**src/rtl/ber_oid_pkg.sv**
```systemverilog
// ----------------------------------------------------------------------------
// ber_oid_pkg
// Shared types, constants and digit-count function of the BER object identifier decoder.
// ----------------------------------------------------------------------------
package ber_oid_pkg;

    localparam int QUEUE_DEPTH = 4;

    localparam logic [2:0] ST_OK   = 3'd0;
    localparam logic [2:0] ST_BAD  = 3'd1;
    localparam logic [2:0] ST_BIG  = 3'd2;
    localparam logic [2:0] ST_MANY = 3'd3;
    localparam logic [2:0] ST_LONG = 3'd4;

    localparam logic [7:0]  CONT_PAD     = 8'h80;
    localparam logic [31:0] ARC_STRIDE   = 32'd40;
    localparam logic [31:0] ARC_SPLIT    = 32'd80;
    localparam logic [7:0]  COMP_SAT     = 8'd128;
    localparam logic [8:0]  TEXT_START   = 9'd1;

    typedef struct packed {
        logic        first;
        logic        has_value;
        logic        has_last;
        logic [1:0]  head_arc;
        logic [31:0] value;
        logic [2:0]  err;
    } oid_entry_t;

    function automatic logic [3:0] digit_count(input logic [31:0] v);
        logic [3:0] d;
        if (v < 32'd10000)
        begin
            if (v < 32'd100)
                d = (v < 32'd10) ? 4'd1 : 4'd2;
            else
                d = (v < 32'd1000) ? 4'd3 : 4'd4;
        end
        else if (v < 32'd100000000)
        begin
            if (v < 32'd100000)
                d = 4'd5;
            else if (v < 32'd1000000)
                d = 4'd6;
            else
                d = (v < 32'd10000000) ? 4'd7 : 4'd8;
        end
        else
        begin
            d = (v < 32'd1000000000) ? 4'd9 : 4'd10;
        end
        return d;
    endfunction

endpackage

```
**src/rtl/ber_oid_front.sv**
```systemverilog
// ----------------------------------------------------------------------------
// ber_oid_front
// Accepts content bytes, assembles base-128 values, tracks errors and pushes
// completed values and end-of-identifier words into the queue.
// ----------------------------------------------------------------------------
module ber_oid_front #(
    parameter int MAX_CONTENT_BYTES = 1024
) (
    input  logic                    clk,
    input  logic                    rst_n,
    input  logic                    in_valid,
    output logic                    in_ready,
    input  logic [7:0]              content_byte,
    input  logic                    last_byte,
    input  logic                    full,
    output logic                    push,
    output ber_oid_pkg::oid_entry_t push_entry
);
    import ber_oid_pkg::*;

    localparam int BCW = $clog2(MAX_CONTENT_BYTES + 1);
    localparam logic [BCW-1:0] BC_MAX = BCW'(MAX_CONTENT_BYTES);

    logic [31:0]    acc_reg, acc_next;
    logic           inside_reg, inside_next;
    logic           first_reg, first_next;
    logic [BCW-1:0] bc_reg, bc_next;
    logic [2:0]     err_reg, err_next;

    logic        fire;
    logic        val_done;
    logic [31:0] done_value;
    logic [31:0] shifted;
    logic [1:0]  arc_x;
    logic [31:0] arc_y;

    function automatic logic [2:0] err_final();
        logic [2:0] e;
        e = err_reg;
        if (bc_reg < BC_MAX && bc_reg + 1'b1 == BC_MAX)
            e = ST_BAD;
        if (e == ST_OK)
        begin
            if (!inside_reg)
            begin
                if (content_byte[7])
                    e = ST_BAD;
            end
            else if (acc_reg[31:25] != 7'd0)
            begin
                e = ST_BIG;
            end
            else if (content_byte[7])
            begin
                e = ST_BAD;
            end
        end
        return e;
    endfunction

    assign in_ready = !full;
    assign fire     = in_valid && !full;
    assign shifted  = {acc_reg[24:0], content_byte[6:0]};

    always_comb
    begin
        acc_next    = acc_reg;
        inside_next = inside_reg;
        first_next  = first_reg;
        bc_next     = bc_reg;
        err_next    = err_reg;
        val_done    = 1'b0;
        done_value  = {24'd0, content_byte};

        if (bc_reg < BC_MAX)
        begin
            bc_next = bc_reg + 1'b1;
            if (bc_next == BC_MAX)
                err_next = ST_BAD;
        end

        if (err_next == ST_OK)
        begin
            if (!inside_reg)
            begin
                if (!content_byte[7])
                begin
                    val_done = 1'b1;
                end
                else if (content_byte == CONT_PAD)
                begin
                    err_next = ST_BAD;
                end
                else
                begin
                    acc_next    = {25'd0, content_byte[6:0]};
                    inside_next = 1'b1;
                end
            end
            else if (acc_reg[31:25] != 7'd0)
            begin
                err_next = ST_BIG;
            end
            else
            begin
                acc_next = shifted;
                if (!content_byte[7])
                begin
                    inside_next = 1'b0;
                    val_done    = 1'b1;
                    done_value  = shifted;
                    acc_next    = '0;
                end
            end
        end

        if (last_byte && err_next == ST_OK && inside_next)
            err_next = ST_BAD;

        if (val_done)
            first_next = 1'b0;

        if (last_byte)
        begin
            acc_next    = '0;
            inside_next = 1'b0;
            first_next  = 1'b1;
            bc_next     = '0;
            err_next    = ST_OK;
        end
    end

    // split the first value into the first two arcs
    always_comb
    begin
        if (done_value < ARC_SPLIT)
        begin
            if (done_value < ARC_STRIDE)
            begin
                arc_x = 2'd0;
                arc_y = done_value;
            end
            else
            begin
                arc_x = 2'd1;
                arc_y = done_value - ARC_STRIDE;
            end
        end
        else
        begin
            arc_x = 2'd2;
            arc_y = done_value - ARC_SPLIT;
        end
    end

    always_comb
    begin
        push_entry.first     = val_done && first_reg;
        push_entry.has_value = val_done;
        push_entry.has_last  = last_byte;
        push_entry.head_arc  = arc_x;
        push_entry.value     = first_reg ? arc_y : done_value;
        push_entry.err       = err_next;
        if (last_byte)
            push_entry.err = (err_reg == ST_OK && bc_reg < BC_MAX
                              && bc_reg + 1'b1 == BC_MAX) ? ST_BAD : err_final();
    end

    assign push = fire && (val_done || last_byte);

    always_ff @(posedge clk or negedge rst_n)
    begin
        if (!rst_n)
        begin
            acc_reg    <= '0;
            inside_reg <= 1'b0;
            first_reg  <= 1'b1;
            bc_reg     <= '0;
            err_reg    <= ST_OK;
        end
        else if (fire)
        begin
            acc_reg    <= acc_next;
            inside_reg <= inside_next;
            first_reg  <= first_next;
            bc_reg     <= bc_next;
            err_reg    <= err_next;
        end
    end

`ifndef NO_ASSERTIONS
    a_clear_on_last: assert property (@(posedge clk) disable iff (!rst_n)
        fire && last_byte |=> first_reg && !inside_reg && bc_reg == '0 && err_reg == ST_OK)
        else $error("front state not cleared after last byte");
    a_no_push_full: assert property (@(posedge clk) disable iff (!rst_n)
        push |-> !full)
        else $error("push while queue full");
`endif

endmodule

```
**src/rtl/ber_oid_queue.sv**
```systemverilog
// ----------------------------------------------------------------------------
// ber_oid_queue
// Short first-in first-out queue of decoded words between front and back.
// ----------------------------------------------------------------------------
module ber_oid_queue (
    input  logic                    clk,
    input  logic                    rst_n,
    input  logic                    push,
    input  ber_oid_pkg::oid_entry_t push_entry,
    input  logic                    pop,
    output ber_oid_pkg::oid_entry_t head,
    output logic                    empty,
    output logic                    full
);
    import ber_oid_pkg::*;

    localparam int PW = (QUEUE_DEPTH > 1) ? $clog2(QUEUE_DEPTH) : 1;
    localparam int CW = $clog2(QUEUE_DEPTH + 1);
    localparam logic [PW-1:0] PTR_LAST = PW'(QUEUE_DEPTH - 1);
    localparam logic [CW-1:0] CNT_FULL = CW'(QUEUE_DEPTH);

    oid_entry_t    slot_reg [QUEUE_DEPTH];
    logic [PW-1:0] wr_ptr_reg, wr_ptr_next;
    logic [PW-1:0] rd_ptr_reg, rd_ptr_next;
    logic [CW-1:0] count_reg, count_next;
    logic          do_pop;

    assign empty  = (count_reg == '0);
    assign full   = (count_reg == CNT_FULL);
    assign head   = slot_reg[rd_ptr_reg];
    assign do_pop = pop && !empty;

    always_comb
    begin
        wr_ptr_next = wr_ptr_reg;
        rd_ptr_next = rd_ptr_reg;
        count_next  = count_reg;
        if (push)
            wr_ptr_next = (wr_ptr_reg == PTR_LAST) ? '0 : wr_ptr_reg + 1'b1;
        if (do_pop)
            rd_ptr_next = (rd_ptr_reg == PTR_LAST) ? '0 : rd_ptr_reg + 1'b1;
        if (push && !do_pop)
            count_next = count_reg + 1'b1;
        else if (do_pop && !push)
            count_next = count_reg - 1'b1;
    end

    always_ff @(posedge clk)
    begin
        if (push)
            slot_reg[wr_ptr_reg] <= push_entry;
    end

    always_ff @(posedge clk or negedge rst_n)
    begin
        if (!rst_n)
        begin
            wr_ptr_reg <= '0;
            rd_ptr_reg <= '0;
            count_reg  <= '0;
        end
        else
        begin
            wr_ptr_reg <= wr_ptr_next;
            rd_ptr_reg <= rd_ptr_next;
            count_reg  <= count_next;
        end
    end

`ifndef NO_ASSERTIONS
    a_count_bound: assert property (@(posedge clk) disable iff (!rst_n)
        count_reg <= CNT_FULL)
        else $error("queue count out of range");
`endif

endmodule

```
**src/rtl/ber_oid_back.sv**
```systemverilog
// ----------------------------------------------------------------------------
// ber_oid_back
// Expands queued words into component and status results, keeps the
// component count and text length, and holds the output register.
// ----------------------------------------------------------------------------
module ber_oid_back #(
    parameter int MAX_COMPONENTS = 128
) (
    input  logic                    clk,
    input  logic                    rst_n,
    input  ber_oid_pkg::oid_entry_t head,
    input  logic                    empty,
    output logic                    pop,
    input  logic [8:0]              string_buffer_size,
    output logic                    out_valid,
    input  logic                    out_ready,
    output logic                    result_kind,
    output logic [6:0]              component_index,
    output logic [31:0]             component_value,
    output logic [2:0]              status,
    output logic [7:0]              component_total,
    output logic [8:0]              text_length,
    output logic                    final_result
);
    import ber_oid_pkg::*;

    localparam logic [7:0] COMP_LIMIT = 8'(MAX_COMPONENTS);

    logic [7:0] comp_reg, comp_next;
    logic [8:0] len_reg, len_next;
    logic       x_done_reg, x_done_next;
    logic       v_done_reg, v_done_next;
    logic       out_valid_reg, out_valid_next;

    logic        kind_reg, kind_next;
    logic [6:0]  index_reg, index_next;
    logic [31:0] value_reg, value_next;
    logic [2:0]  status_reg, status_next;
    logic [7:0]  total_reg, total_next;
    logic [8:0]  tlen_reg, tlen_next;
    logic        final_reg, final_next;

    logic       slot_free, step, emit;
    logic       do_x, do_v, do_s, last_op;
    logic [9:0] len_sum;
    logic [8:0] len_sat;
    logic [7:0] comp_inc;
    logic [2:0] end_status;

    assign slot_free = !out_valid_reg || out_ready;
    assign step      = !empty && slot_free;
    assign do_x      = head.first && !x_done_reg;
    assign do_v      = !do_x && head.has_value && !v_done_reg;
    assign do_s      = !do_x && !do_v;
    assign last_op   = do_s || (do_v && !head.has_last);

    assign len_sum  = {1'b0, len_reg} + 10'd1 + {6'd0, digit_count(head.value)};
    assign len_sat  = len_sum[9] ? 9'h1ff : len_sum[8:0];
    assign comp_inc = (comp_reg < COMP_SAT) ? comp_reg + 1'b1 : comp_reg;

    always_comb
    begin
        if (head.err != ST_OK)
            end_status = head.err;
        else if (comp_reg >= COMP_LIMIT)
            end_status = ST_MANY;
        else if (len_reg >= string_buffer_size)
            end_status = ST_LONG;
        else
            end_status = ST_OK;
    end

    always_comb
    begin
        comp_next   = comp_reg;
        len_next    = len_reg;
        x_done_next = x_done_reg;
        v_done_next = v_done_reg;
        pop         = 1'b0;
        emit        = 1'b0;
        kind_next   = kind_reg;
        index_next  = index_reg;
        value_next  = value_reg;
        status_next = status_reg;
        total_next  = total_reg;
        tlen_next   = tlen_reg;
        final_next  = final_reg;

        if (step)
        begin
            if (do_x)
            begin
                comp_next   = 8'd1;
                x_done_next = 1'b1;
                emit        = 1'b1;
                kind_next   = 1'b0;
                index_next  = 7'd0;
                value_next  = {30'd0, head.head_arc};
                status_next = ST_OK;
                total_next  = 8'd1;
                tlen_next   = len_reg;
                final_next  = 1'b0;
            end
            else if (do_v)
            begin
                comp_next   = comp_inc;
                len_next    = len_sat;
                v_done_next = 1'b1;
                emit        = (comp_reg < COMP_LIMIT);
                kind_next   = 1'b0;
                index_next  = comp_reg[6:0];
                value_next  = head.value;
                status_next = ST_OK;
                total_next  = comp_inc;
                tlen_next   = len_sat;
                final_next  = 1'b0;
            end
            else
            begin
                comp_next   = '0;
                len_next    = TEXT_START;
                emit        = 1'b1;
                kind_next   = 1'b1;
                index_next  = 7'd0;
                value_next  = '0;
                status_next = end_status;
                total_next  = comp_reg;
                tlen_next   = len_reg;
                final_next  = 1'b1;
            end

            if (last_op)
            begin
                x_done_next = 1'b0;
                v_done_next = 1'b0;
                pop         = 1'b1;
            end
        end

        if (emit)
            out_valid_next = 1'b1;
        else if (out_ready)
            out_valid_next = 1'b0;
        else
            out_valid_next = out_valid_reg;
    end

    always_ff @(posedge clk or negedge rst_n)
    begin
        if (!rst_n)
        begin
            comp_reg      <= '0;
            len_reg       <= TEXT_START;
            x_done_reg    <= 1'b0;
            v_done_reg    <= 1'b0;
            out_valid_reg <= 1'b0;
        end
        else
        begin
            comp_reg      <= comp_next;
            len_reg       <= len_next;
            x_done_reg    <= x_done_next;
            v_done_reg    <= v_done_next;
            out_valid_reg <= out_valid_next;
        end
    end

    always_ff @(posedge clk)
    begin
        if (emit)
        begin
            kind_reg   <= kind_next;
            index_reg  <= index_next;
            value_reg  <= value_next;
            status_reg <= status_next;
            total_reg  <= total_next;
            tlen_reg   <= tlen_next;
            final_reg  <= final_next;
        end
    end

    assign out_valid       = out_valid_reg;
    assign result_kind     = kind_reg;
    assign component_index = index_reg;
    assign component_value = value_reg;
    assign status          = status_reg;
    assign component_total = total_reg;
    assign text_length     = tlen_reg;
    assign final_result    = final_reg;

`ifndef NO_ASSERTIONS
    a_status_is_final: assert property (@(posedge clk) disable iff (!rst_n)
        out_valid_reg |-> (kind_reg == final_reg))
        else $error("status result and final flag disagree");
    a_clear_after_status: assert property (@(posedge clk) disable iff (!rst_n)
        step && do_s |=> comp_reg == '0 && len_reg == TEXT_START && !x_done_reg && !v_done_reg)
        else $error("counters not cleared after status");
`endif

endmodule

```
**src/rtl/ber_object_identifier_decoder_core.sv**
```systemverilog
// ----------------------------------------------------------------------------
// ber_object_identifier_decoder_core
// Streaming decoder of BER OBJECT IDENTIFIER content bytes into components,
// count, dotted text length and a final status.
// ----------------------------------------------------------------------------
// Path: the byte that causes a result is queued, then the result is registered.
// Throughput: one byte per cycle while the queue is not full; the back end takes
//   one step per result and per component past the limit, so a run of bytes
//   causing two or three results fills the 4-entry queue and holds input back.
// Reset: string_buffer_size returns to 128, all decode state is cleared at
//   once, no clearing pass.
module ber_object_identifier_decoder_core #(
    parameter int MAX_CONTENT_BYTES = 1024,
    parameter int MAX_COMPONENTS    = 128
) (
    input  logic        clk,
    input  logic        rst_n,
    input  logic        cfg_valid,
    output logic        cfg_ready,
    input  logic [8:0]  string_buffer_size,
    input  logic        in_valid,
    output logic        in_ready,
    input  logic [7:0]  content_byte,
    input  logic        last_byte,
    output logic        out_valid,
    input  logic        out_ready,
    output logic        result_kind,
    output logic [6:0]  component_index,
    output logic [31:0] component_value,
    output logic [2:0]  status,
    output logic [7:0]  component_total,
    output logic [8:0]  text_length,
    output logic        final_result
);
    import ber_oid_pkg::*;

    logic [8:0] buf_size_reg;
    logic       push, pop, empty, full;
    oid_entry_t push_entry;
    oid_entry_t head;

    assign cfg_ready = 1'b1;

    always_ff @(posedge clk or negedge rst_n)
    begin
        if (!rst_n)
            buf_size_reg <= 9'd128;
        else if (cfg_valid)
            buf_size_reg <= string_buffer_size;
    end

    ber_oid_front #(
        .MAX_CONTENT_BYTES (MAX_CONTENT_BYTES)
    ) u_front (
        .clk          (clk),
        .rst_n        (rst_n),
        .in_valid     (in_valid),
        .in_ready     (in_ready),
        .content_byte (content_byte),
        .last_byte    (last_byte),
        .full         (full),
        .push         (push),
        .push_entry   (push_entry)
    );

    ber_oid_queue u_queue (
        .clk        (clk),
        .rst_n      (rst_n),
        .push       (push),
        .push_entry (push_entry),
        .pop        (pop),
        .head       (head),
        .empty      (empty),
        .full       (full)
    );

    ber_oid_back #(
        .MAX_COMPONENTS (MAX_COMPONENTS)
    ) u_back (
        .clk                (clk),
        .rst_n              (rst_n),
        .head               (head),
        .empty              (empty),
        .pop                (pop),
        .string_buffer_size (buf_size_reg),
        .out_valid          (out_valid),
        .out_ready          (out_ready),
        .result_kind        (result_kind),
        .component_index    (component_index),
        .component_value    (component_value),
        .status             (status),
        .component_total    (component_total),
        .text_length        (text_length),
        .final_result       (final_result)
    );

endmodule
```
**config.mk**
```make
export PLATFORM = sky130hd
export DESIGN_NAME = ber_object_identifier_decoder_core
export DESIGN_NICKNAME = d
export VERILOG_FILES = /design/src/rtl/ber_oid_pkg.sv /design/src/rtl/ber_oid_front.sv /design/src/rtl/ber_oid_queue.sv /design/src/rtl/ber_oid_back.sv /design/src/rtl/ber_object_identifier_decoder_core.sv
export SDC_FILE = /design/constraint.sdc
export NUM_CORES = 1
export LEC_CHECK = 0
export BUFFER_PORTS_ARGS = -buffer_cell sky130_fd_sc_hd__buf_2
export CAP_MARGIN = 0
export CELL_PAD_IN_SITES_DETAIL_PLACEMENT = 1
export CELL_PAD_IN_SITES_GLOBAL_PLACEMENT = 1
export CORE_ASPECT_RATIO = 0.6
export CORE_MARGIN = 5
export CORE_UTILIZATION = 50
export DETAILED_ROUTE_END_ITERATION = 12
export GPL_ROUTABILITY_DRIVEN = 0
export HOLD_SLACK_MARGIN = 0.05
export PLACE_DENSITY_LB_ADDON = 0.2
export SLEW_MARGIN = 20
export SYNTH_ARGS = -nofsm -noshare
export SYNTH_HDL_FRONTEND = slang
export SYNTH_SLANG_ARGS = --single-unit
```
**constraint.sdc**
```tcl
create_clock -name clk -period 5.4 [get_ports clk]
set_clock_uncertainty 0.15 [all_clocks]
set_input_delay 1.08 -clock clk [delete_from_list [all_inputs] [get_ports clk]]
set_output_delay 1.08 -clock clk [all_outputs]
set_load 0.05 [all_outputs]
```
Word level (Yosys, flattened, before mapping)
Memory sizes are Yosys's and may differ from the RTL's.
Index checks and enable logic that the tools add are counted.
{"block": "word_totals", "n_memories": 1, "output_inout_bits": 64, "mem_bits_rw": 160, "regBits": 144, "inputBits": 23}
{"memory": "u_queue.slot_reg", "depth": 4, "word_bits": 40, "rd": 1, "rd_clocked_by_memory_dff": 0, "wr": 1, "line_no": "ber_oid_queue.sv:22", "text": "oid_entry_t slot_reg [QUEUE_DEPTH];"}
{"block": "op_classes", "muxes": 89, "eq_ne": 8, "n_addsub": 10, "order_cmp": 15, "reduce_logical": 54, "bitwise_logic": 2}
{"cell": "two-way mux 32 bit", "n": 14}
{"cell": "two-way mux 3 bit", "n": 23}
{"cell": "less-than comparator 32 x 7 -> 1 bit, second input constant", "n": 2}
{"cell": "two-way mux 9 bit", "n": 4}
{"cell": "less-than comparator 32 x 10 -> 1 bit, second input constant", "n": 1}
{"cell": "less-than comparator 32 x 14 -> 1 bit, second input constant", "n": 1}
{"cell": "less-than comparator 32 x 17 -> 1 bit, second input constant", "n": 1}
{"cell": "less-than comparator 32 x 20 -> 1 bit, second input constant", "n": 1}
{"cell": "less-than comparator 32 x 24 -> 1 bit, second input constant", "n": 1}
{"cell": "less-than comparator 32 x 27 -> 1 bit, second input constant", "n": 1}
{"cell": "less-than comparator 32 x 30 -> 1 bit, second input constant", "n": 1}
{"cell": "less-than comparator 32 x 4 -> 1 bit, second input constant", "n": 1}
{"cell": "less-than comparator 32 x 6 -> 1 bit, second input constant", "n": 1}
{"cell": "two-way mux 8 bit", "n": 4}
{"cell": "subtractor 32 x 6 -> 32 bit, second input constant", "n": 1}
{"cell": "subtractor 32 x 7 -> 32 bit, second input constant", "n": 1}
{"cell": "two-way mux 1 bit", "n": 29}
{"cell": "two-way mux 4 bit", "n": 6}
{"cell": "two-way mux 11 bit", "n": 2}
{"cell": "logical AND 1 bit", "n": 17}
{"cell": "zero test 3 bit", "n": 5}
{"cell": "two-way mux 2 bit", "n": 7}
{"cell": "nonzero test 2 bit", "n": 7}
{"cell": "adder 11 x 1 -> 11 bit, second input constant", "n": 1}
{"cell": "other kinds (26)", "n": 46}

Longest topological paths before layout
Gate-level depths: netlist (run 1).
{"block": "depth", "word_depth": 14, "ltp_mapped": 23, "ltp_nobuf": 20}

Cells and area by module
From an unflattened synthesis (run 1), not the netlist that was laid out.
{"block": "hier_totals", "hier_cells": 1086, "hier_area_um2": 14338.8}
{"module": "ber_oid_queue", "n_inst": 1, "cells_per_inst": 247, "area_each_um2": 6254.7}
{"module": "ber_oid_back", "n_inst": 1, "cells_per_inst": 403, "area_each_um2": 4199.0}
{"module": "ber_oid_front", "n_inst": 1, "cells_per_inst": 415, "area_each_um2": 3500.9}
{"module": "ber_object_identifier_decoder_core", "n_inst": 1, "cells_per_inst": 21, "area_each_um2": 384.1}

Worst setup path before layout (run 1)
OpenSTA, ideal clock, no wires.
{"block": "synth_path", "path_kind": "register -> register", "startpoint": "register u_queue.rd_ptr_reg[1]", "endpoint": "register u_back.tlen_reg[8], in the netlist u_back.text_length[8], data pin", "arrival_time_ps": 4489, "synth_period_minus_slack_ps": 4899, "setup_time_ps": 260, "path_slack_ps": 501, "path_stages_with_launch": 22, "path_cell_list": "dfrtp_1 > clkbuf_1 > buf_1 > mux4_2 > nor2_1 > inv_2 > or4_1 > or4_1 > nor3_1 > nand2b_1 > o32ai_1 > ha_1 > inv_1 > fa_1 > nand2_1 > nand2_1 > a21oi_1 > nor2b_1 > and2_1 > nand3_1 > nor2_1 > mux2_2"}
{"block": "synth_between", "elab_chain_cells": 11}
{"element": "start: declaration", "line_no": "ber_oid_queue.sv:24", "text": "logic [PW-1:0] rd_ptr_reg, rd_ptr_next;"}
{"element": "start signal: assignment", "line_no": "ber_oid_queue.sv:65", "text": "rd_ptr_reg <= rd_ptr_next;"}
{"element": "memory read (4 x 40 bit) *"}
{"element": "less-than comparator 32 x 24 -> 1 bit", "line_no": "ber_oid_pkg.sv:46", "text": "d = (v < 32'd10000000) ? 4'd7 : 4'd8;"}
{"element": "two-way mux 4 bit", "line_no": "ber_oid_pkg.sv:46"}
{"element": "two-way mux 4 bit", "line_no": "ber_oid_pkg.sv:43", "text": "else if (v < 32'd1000000)"}
{"element": "two-way mux 4 bit", "line_no": "ber_oid_pkg.sv:41", "text": "if (v < 32'd100000)"}
{"element": "two-way mux 4 bit", "line_no": "ber_oid_pkg.sv:39", "text": "else if (v < 32'd100000000)"}
{"element": "two-way mux 4 bit", "line_no": "ber_oid_pkg.sv:32", "text": "if (v < 32'd10000)"}
{"element": "adder 10 x 4 -> 10 bit", "line_no": "ber_oid_back.sv:57", "text": "assign len_sum = {1'b0, len_reg} + 10'd1 + {6'd0, digit_count(head.value)};"}
{"element": "two-way mux 9 bit", "line_no": "ber_oid_back.sv:58", "text": "assign len_sat = len_sum[9] ? 9'h1ff : len_sum[8:0];"}
{"element": "two-way mux 9 bit", "line_no": "ber_oid_back.sv:104", "text": "else if (do_v)"}
{"element": "two-way mux 9 bit *", "line_no": "ber_oid_back.sv:91", "text": "if (do_x)"}
{"element": "end signal: assignment", "line_no": "ber_oid_back.sv:177", "text": "tlen_reg <= tlen_next;"}
{"element": "end: declaration", "line_no": "ber_oid_back.sv:40", "text": "logic [8:0] tlen_reg, tlen_next;"}
Every way passes the cells marked *; elsewhere a longest branch is shown, timed or not.
A chain may end at the register's enable or synchronous reset.

Final worst setup path (run 1)
{"block": "layout_path", "startpoint": "register u_queue.rd_ptr_reg[0]", "endpoint": "register u_back.tlen_reg[8], in the netlist u_back.text_length[8], data pin"}
The elaborated chain is that of the path after synthesis.

==> flow_metrics.py, run 1 <==
metrics = {
    "worst_setup_path": {
        "reg2reg_from": "u_queue.rd_ptr_reg[0]",
        "arrival_ns": 5.50,
        "startpoint_type": "register",
        "crit_chain": "buf_12, mux4_1, nor3_2, nand3_1, or4_4, or3_4, or3_4, nor2b_2, o32ai_2, ha_2, inv_1, fa_1, nand2_1, nand2_1, a21oi_2, nor2b_2, and2_2, nand3_1, nor2_1, mux2_2",
        "worstPathMaxFanout": 11,
        "required_ns": 5.57,
        "reg2reg_slack_ns": 0.07,
        "crit_path_top_delay_cell": "mux4_1",
        "reg2reg_depth": 20,
        "worstSetupEndpointType": "register",
        "r2r-end": "u_back.text_length[8]",
        "slowest_delay_ns": 0.60,
        "critical_path_class": "register to register",
    },
    "pwr": {
        "p_per_area_mw_per_mm2": 570,
        "peakVddDrop_uv": 404,
        "leakagePower_uw": 0.00611,
    },
    "run_status": {
        "status": "finished, final reports clean",
    },
    "final_layout": {
        "seq_area_mm2": 0.00871,
        "largest_reg_flops": 160,
        "fin_nets": 1245,
        "post-route-util": 0.579,
        "fillers": 2794,
        "drive_above_1_share": 0.201,
        "diodes": 0,
        "multi_input_area_mm2": 0.00498,
        "synthToLayoutAreaGrowth_pct": 14.1,
    },
    "min_path": {
        "hold_path_end": "u_front.acc_reg[25]",
        "hold_depth": 2,
        "hp-class": "register to register",
        "worstHoldStart": "u_front.acc_reg[25]",
    },
    "clocking": {
        "cts_buffers": 28,
        "cts_tree": "built",
        "clk_pin_slew_ns": 0.07,
        "clock_latency_ns": 0.56,
        "hold_buffers": 0,
        "root_buffer": "clkbuf_16",
        "htree_num_levels": 1,
        "cts_max_path_buffers": 3,
        "cts.sinks": 304,
    },
    "sta": {
        "finalMaxSlewViolations": 0,
        "fmax_ghz": 0.188,
        "slew_headroom": 0.278,
        "tightestPinTransition_ns": 1.08,
        "rsz0062_at_grt": "yes",
        "whs_ns": 0.333,
        "hold_viol": 0,
        "finalSetupTns_ns": 0,
        "post-route-min-period_ns": 5.33,
        "period_share": 0.987,
        "setup_viol": 0,
    },
    "floorplan": {
        "core.rowCount": 47,
        "coreArea_mm2": 0.0276,
        "die-area_mm2": 0.0315,
        "ios": 87,
        "die_h_um": 140,
        "start_util": 0.507,
        "die_w_um": 226,
    },
    "routing": {
        "drtPass1Iterations": 5,
        "wire_per_inst_um": 22.7,
        "viasPerCell": 6.00,
        "routed_wl_um": 35900,
        "drc": 0,
        "antenna_left": 0,
        "vias": 9494,
        "drtIter0Drc": 877,
    },
    "synth": {
        "synth_area_mm2": 0.0140,
        "synth-seq-cells": 304,
        "yosysSeqAreaShare": 0.623,
        "ys.flop_type": "edfxtp_1",
        "syn-num-nets": 1151,
        "synth_top_family_by_area": "simple AND/OR/NAND/NOR gates",
        "yosys_warnings": 0,
        "yosys-mux-area-fraction": 0.0734,
        "synth_xor_area_frac": 0.0138,
        "synth.avg_cell_area_um2": 12.7,
        "synth_edf_count": 220,
        "syn_inst": 1099,
        "synthAdderAreaFrac": 0.0270,
        "synthArstFlopShare": 0.276,
        "synth_simple_gate_area_frac": 0.140,
        "synth_compound_area_frac": 0.0963,
        "yosys.cell_types.count": 81,
    },
    "global_route": {
        "antenna_found_initial": 0,
        "grt_overflow": 0,
        "grt_pass1_vias": 9590,
        "grt_max_degree": 58,
        "grt_first_pass_wirelength_um": 56100,
        "grt_usage": 0.226,
    },
    "placed_design": {
        "numPortBuffers": 85,
        "dp_hpwl_um": 24700,
    },
    "flow_run": {
        "maxCapViolations": 0,
    },
}
[how the worst max path moves through the flow]
stage          slack, ns                   from  cells past startpoint                     to
2_1_floorplan       0.50  u_queue.rd_ptr_reg[1]                     21  u_back.text_length[8]
3_3_place_gp        0.09  u_queue.rd_ptr_reg[0]                     20  u_back.text_length[8]
3_5_place_dp       -0.07  u_queue.rd_ptr_reg[0]                     20  u_back.text_length[8]
4_1_cts           -0.004  u_queue.rd_ptr_reg[0]                     20  u_back.text_length[8]
5_1_grt            -0.14  u_queue.rd_ptr_reg[0]                     20  u_back.text_length[8]
6_report            0.07  u_queue.rd_ptr_reg[0]                     20  u_back.text_length[8]
[cell families after synthesis]
family          count (synthesis)
buf+inv                        86
flops                         304
mux                            49
simple gates                  391
other cells                     1
xor+xnor                       22
compound gates                217
fa+ha+maj                      29
[metrics by stage]
stage                     power [uW]  std cells  setup slack (ns)  area (um2)
after detailed placement        6960       1528           -0.0742       14900
after global placement          6860       1528            0.0902       14900
after global routing            9570       1582            -0.138       16000
after floorplan                 5910       1099             0.501       14000
final                           9100       1582            0.0703       16000
after CTS                       9090       1580          -0.00356       15900
[critical path: cells and delay by family (launching register included)]
family	cells	cell delay [ns]
adder cells (fa/ha/maj)	2	0.40
AND/OR/NAND/NOR	12	2.73
buffers and inverters	2	0.24
multiplexers	2	0.96
AO/OA/AOI/OAI	2	0.18
flip-flops	1	0.43
[cells in the final DEF, fill, tap and decap left out, drive strengths merged, types with 6 or more instances in the layout]
cell    netlist  layout
clkbuf       37      35
nor2b        11      11
mux4         40      40
a22o         12      12
or3          12      12
clkinv        0      11
buf          14     115
mux2          8       8
and3         13      13
a21o          6       6
nand4        10      10
nor4         12      12
edfxtp      220     220
a31oi        11      11
dfrtp        81      81
and2         40      40
nor3         24      24
o21ai        93      93
nor2         73      73
o21a          7       7
a21oi        43      43
xor2         11      11
nand3        21      21
ha           27      27
nand2b       13      13
or2          10      10
nand2       133     133
inv          35      35
xnor2        11      11
[cells in the mapped netlist, types with 6 or more instances]
master,count,area (um2)
edfxtp_1,220,6610
nand2_1,133,499
o21ai_0,90,450
dfrtp_1,81,2030
nor2_1,72,270
a21oi_1,41,205
and2_1,40,250
clkbuf_1,37,139
inv_1,34,128
mux4_2,33,743
ha_1,27,338
nand3_1,21,105
nor3_1,21,105
and3_1,13,81.3
nand2b_1,13,81.3
a22o_1,12,105
nor4_1,12,75.1
a31oi_1,11,68.8
xnor2_1,11,96.3
xor2_1,11,96.3
nand4_1,10,62.6
nor2b_1,10,62.6
or3_1,10,62.6
mux2_2,8,90.1
buf_2,7,35.0
mux4_1,7,184
o21a_1,7,52.6
or2_2,7,43.8
a21o_1,6,45.0
[metal layers]
layer / GRT usage / up-vias / part of all wire
li1: - / 4301 / -
met1: 0.359 / 4872 / 0.49
met2: 0.327 / 272 / 0.43
met3: 0.0453 / 49 / 0.062
met4: 0.0388 / 0 / 0.017
met5: 0 / - / 0
[power by group]
part | internal [uW] | leakage (uW) | total [uW] | switching, uW
combinational | 1130 | 0.00240 | 3600 | 2470
sequential | 3160 | 0.00324 | 3410 | 241
clock | 1220 | 0.000471 | 2100 | 876
total | 5520 | 0.00611 | 9100 | 3590
[cell type report]
cell class / instances / share of cell area
multi-input cells: 709 / 0.312
repair buffers: 115 / 0.0445
flip-flops and latches: 304 / 0.546
clock inverters: 17 / 0.0139
well taps: 367 / 0.0288
clock buffers: 35 / 0.0468
inverters: 35 / 0.00823
[repair_timing]
action	CTS	global route
pin swaps	0	1
resized for setup	3	15
endpoints found under the setup margin	1	9
setup buffers	0	1
hold endpoints to repair	0	0
(Power assumes the default switching activity.)
==> run 2: changes to the inputs <==
--- a/config.mk
+++ b/config.mk
@@ -6,4 +6,5 @@
 export NUM_CORES = 1
 export LEC_CHECK = 0
+export ABC_AREA = 1
 export BUFFER_PORTS_ARGS = -buffer_cell sky130_fd_sc_hd__buf_2
 export CAP_MARGIN = 0
@@ -12,9 +13,10 @@
 export CORE_ASPECT_RATIO = 0.6
 export CORE_MARGIN = 5
-export CORE_UTILIZATION = 50
+export CORE_UTILIZATION = 48
 export DETAILED_ROUTE_END_ITERATION = 12
 export GPL_ROUTABILITY_DRIVEN = 0
 export HOLD_SLACK_MARGIN = 0.05
 export PLACE_DENSITY_LB_ADDON = 0.2
+export REMOVE_ABC_BUFFERS = 1
 export SLEW_MARGIN = 20
 export SYNTH_ARGS = -nofsm -noshare
==> constraint.sdc (replaced) <==
create_clock -name clk -period 5.4 [get_ports clk]
set_clock_uncertainty 0.15 [all_clocks]
set_input_delay 0.54 -clock clk [delete_from_list [all_inputs] [get_ports clk]]
set_output_delay 0.54 -clock clk [all_outputs]
set_load 0.05 [all_outputs]
==> flow_metrics.py, run 2 <==
metrics = {
    "global_route": {
        "grt_usage": 0.264,
        "grt_pass1_vias": 13100,
        "grt_overflow": 0,
        "grt_first_pass_wirelength_um": 74800,
        "grt_max_degree": 87,
        "antenna_found_initial": 2,
    },
    "min_path": {
        "hp-class": "input pin to register",
        "worstHoldStart": "string_buffer_size[0]",
    },
    "pwr": {
        "power_uw": 9810,
        "peakVddDrop_uv": 321,
        "p_per_area_mw_per_mm2": 571,
        "leakagePower_uw": 0.00717,
    },
    "routing": {
        "vias": 12700,
        "drtIter0Drc": 1152,
        "drc": 0,
        "antenna_left": 0,
        "wire_per_inst_um": 21.7,
        "viasPerCell": 5.84,
        "routed_wl_um": 47200,
        "drtPass1Iterations": 5,
    },
    "worst_setup_path": {
        "cp_num_buf_inv": 6,
        "worstPathMaxFanout": 86,
        "required_ns": 5.55,
        "reg2reg_slack_ns": 0.36,
        "crit_path_top_delay_cell": "buf_4",
        "arrival_ns": 5.19,
        "crit_start": "u_queue.rd_ptr_reg[0]",
        "slowest_delay_ns": 0.75,
        "critical_path_class": "register to register",
        "startpoint_type": "register",
        "path_delay_family": "buffers and inverters",
        "worstSetupEndpointType": "register",
        "crit_top_cell": "inv_1",
        "reg2reg_from": "u_queue.rd_ptr_reg[0]",
    },
    "sta": {
        "hold_viol": 0,
        "period_share": 0.932,
        "setup_slack_ns": 0.365,
        "fmax_ghz": 0.199,
        "rsz0062_at_grt": "no",
        "tightestPinTransition_ns": 1.06,
        "whs_ns": 0.0740,
        "post-route-min-period_ns": 5.04,
        "setup_viol": 0,
        "finalMaxSlewViolations": 0,
        "slew_headroom": 0.295,
    },
    "clocking": {
        "cts_max_path_buffers": 3,
        "htree_num_levels": 1,
        "ctsResizeCount": 0,
        "cts_setup_buffers": 0,
        "cts.sinks": 304,
        "cts_tree": "built",
        "cts_buffers": 30,
        "clk_pin_slew_ns": 0.06,
        "hold_buffers": 8,
        "clock_latency_ns": 0.57,
        "root_buffer": "clkbuf_16",
    },
    "synth": {
        "synth_xor_area_frac": 0.0104,
        "synth.avg_cell_area_um2": 9.15,
        "synth_area_leaders": "edfxtp_1, dfrtp_1, nand2_1",
        "yosysSeqAreaShare": 0.572,
        "synth_top_area_share": 0.434,
        "ys.flop_type": "edfxtp_1",
        "synthArstFlopShare": 0.276,
        "synth_top_family_by_area": "simple AND/OR/NAND/NOR gates",
        "synth_common_cells": "nand2_1, edfxtp_1, inv_1",
        "synth_edf_count": 220,
        "post-synth-top-area-cell": "edfxtp_1",
        "synth_compound_area_frac": 0.113,
        "yosys-mux-area-fraction": 0.00140,
        "yosys.cell_types.count": 50,
        "synth_area_mm2": 0.0152,
        "synthAdderAreaFrac": 0.0248,
        "synth_simple_gate_area_frac": 0.214,
        "synth-seq-cells": 304,
        "synthMostInstantiatedCell": "nand2_1",
        "yosys_warnings": 0,
        "syn_inst": 1665,
    },
    "floorplan": {
        "die_w_um": 240,
        "ios": 87,
        "start_util": 0.488,
        "die_h_um": 148,
        "coreArea_mm2": 0.0312,
        "core.rowCount": 50,
        "die-area_mm2": 0.0355,
    },
    "placed_design": {
        "numPortBuffers": 85,
        "dp_hpwl_um": 33000,
        "post-place-ws_ns": 0.547,
    },
    "final_layout": {
        "layout_commonest_cell": "nand2_1",
        "fin_nets": 1792,
        "drive_above_1_share": 0.107,
        "largest_reg_flops": 160,
        "layout_common_cells": "nand2_1, edfxtp_1, inv_1",
        "synthToLayoutAreaGrowth_pct": 12.8,
    },
    "flow_run": {
        "maxCapViolations": 0,
    },
    "run_status": {
        "status": "finished, final reports clean",
    },
}
[run 2: cell types whose count changed after synthesis, moves of 38 or more]
cell,previous run,this run
nand3_1,21,97
nand2_1,133,389
inv_1,34,178
a21oi_1,41,79
and2_1,40,2
nor2_1,72,171
[run 2: cell type report]
class / instances / area (um2)
diodes: 1 / 2.50
clock buffers: 36 / 835
clock inverters: 19 / 173
fillers: 3601 / 14000
inverters: 180 / 676
multi-input cells: 1110 / 5580
flip-flops and latches: 304 / 8710
well taps: 416 / 520
repair buffers: 114 / 678
[run 2: through the flow]
stage,utilization,TNS [ns],instance area [um2],instances
after global routing,0.550,0,17200,2179
after detailed placement,0.515,0,16100,2116
after floorplan,-,-36.09,14900,1594
after CTS,0.550,0,17200,2179
final,0.550,0,17200,2180
after global placement,0.515,0,16100,2116
[run 2: final timing paths]
path / endpoint / cells past startpoint
min in group asynchronous: u_front.acc_reg[9] / 2
max in group asynchronous: u_front.first_reg / 3
worst min-delay path: buf_size_reg[0] / 2
worst min register to register: u_back.comp_reg[1] / 2
worst max-delay path: u_back.text_length[8] / 25
worst max register to register: u_back.text_length[8] / 25
[run 2: cells by family (layout without fill, tap and decap cells)]
logic type | count (synthesis) | after routing
flops | 304 | 304
buf+inv | 251 | 349
simple gates | 767 | 767
other cells | 1 | 2
mux | 2 | 2
compound gates | 293 | 293
xor+xnor | 18 | 18
fa+ha+maj | 29 | 29
[run 2: metal layers]
metal | GRT usage | wire length (um) | vias up | share of wire
li1 | - | - | 5821 | -
met1 | 0.397 | 21700 | 6426 | 0.46
met2 | 0.414 | 21400 | 429 | 0.45
met3 | 0.0448 | 3500 | 49 | 0.074
met4 | 0.0391 | 662 | 2 | 0.014
met5 | 0 | 13 | - | 0.00028
[run 2: power by group]
part	switching (uW)	internal (uW)
combinational	3170	941
clock	930	1240
sequential	292	3230
total	4390	5410
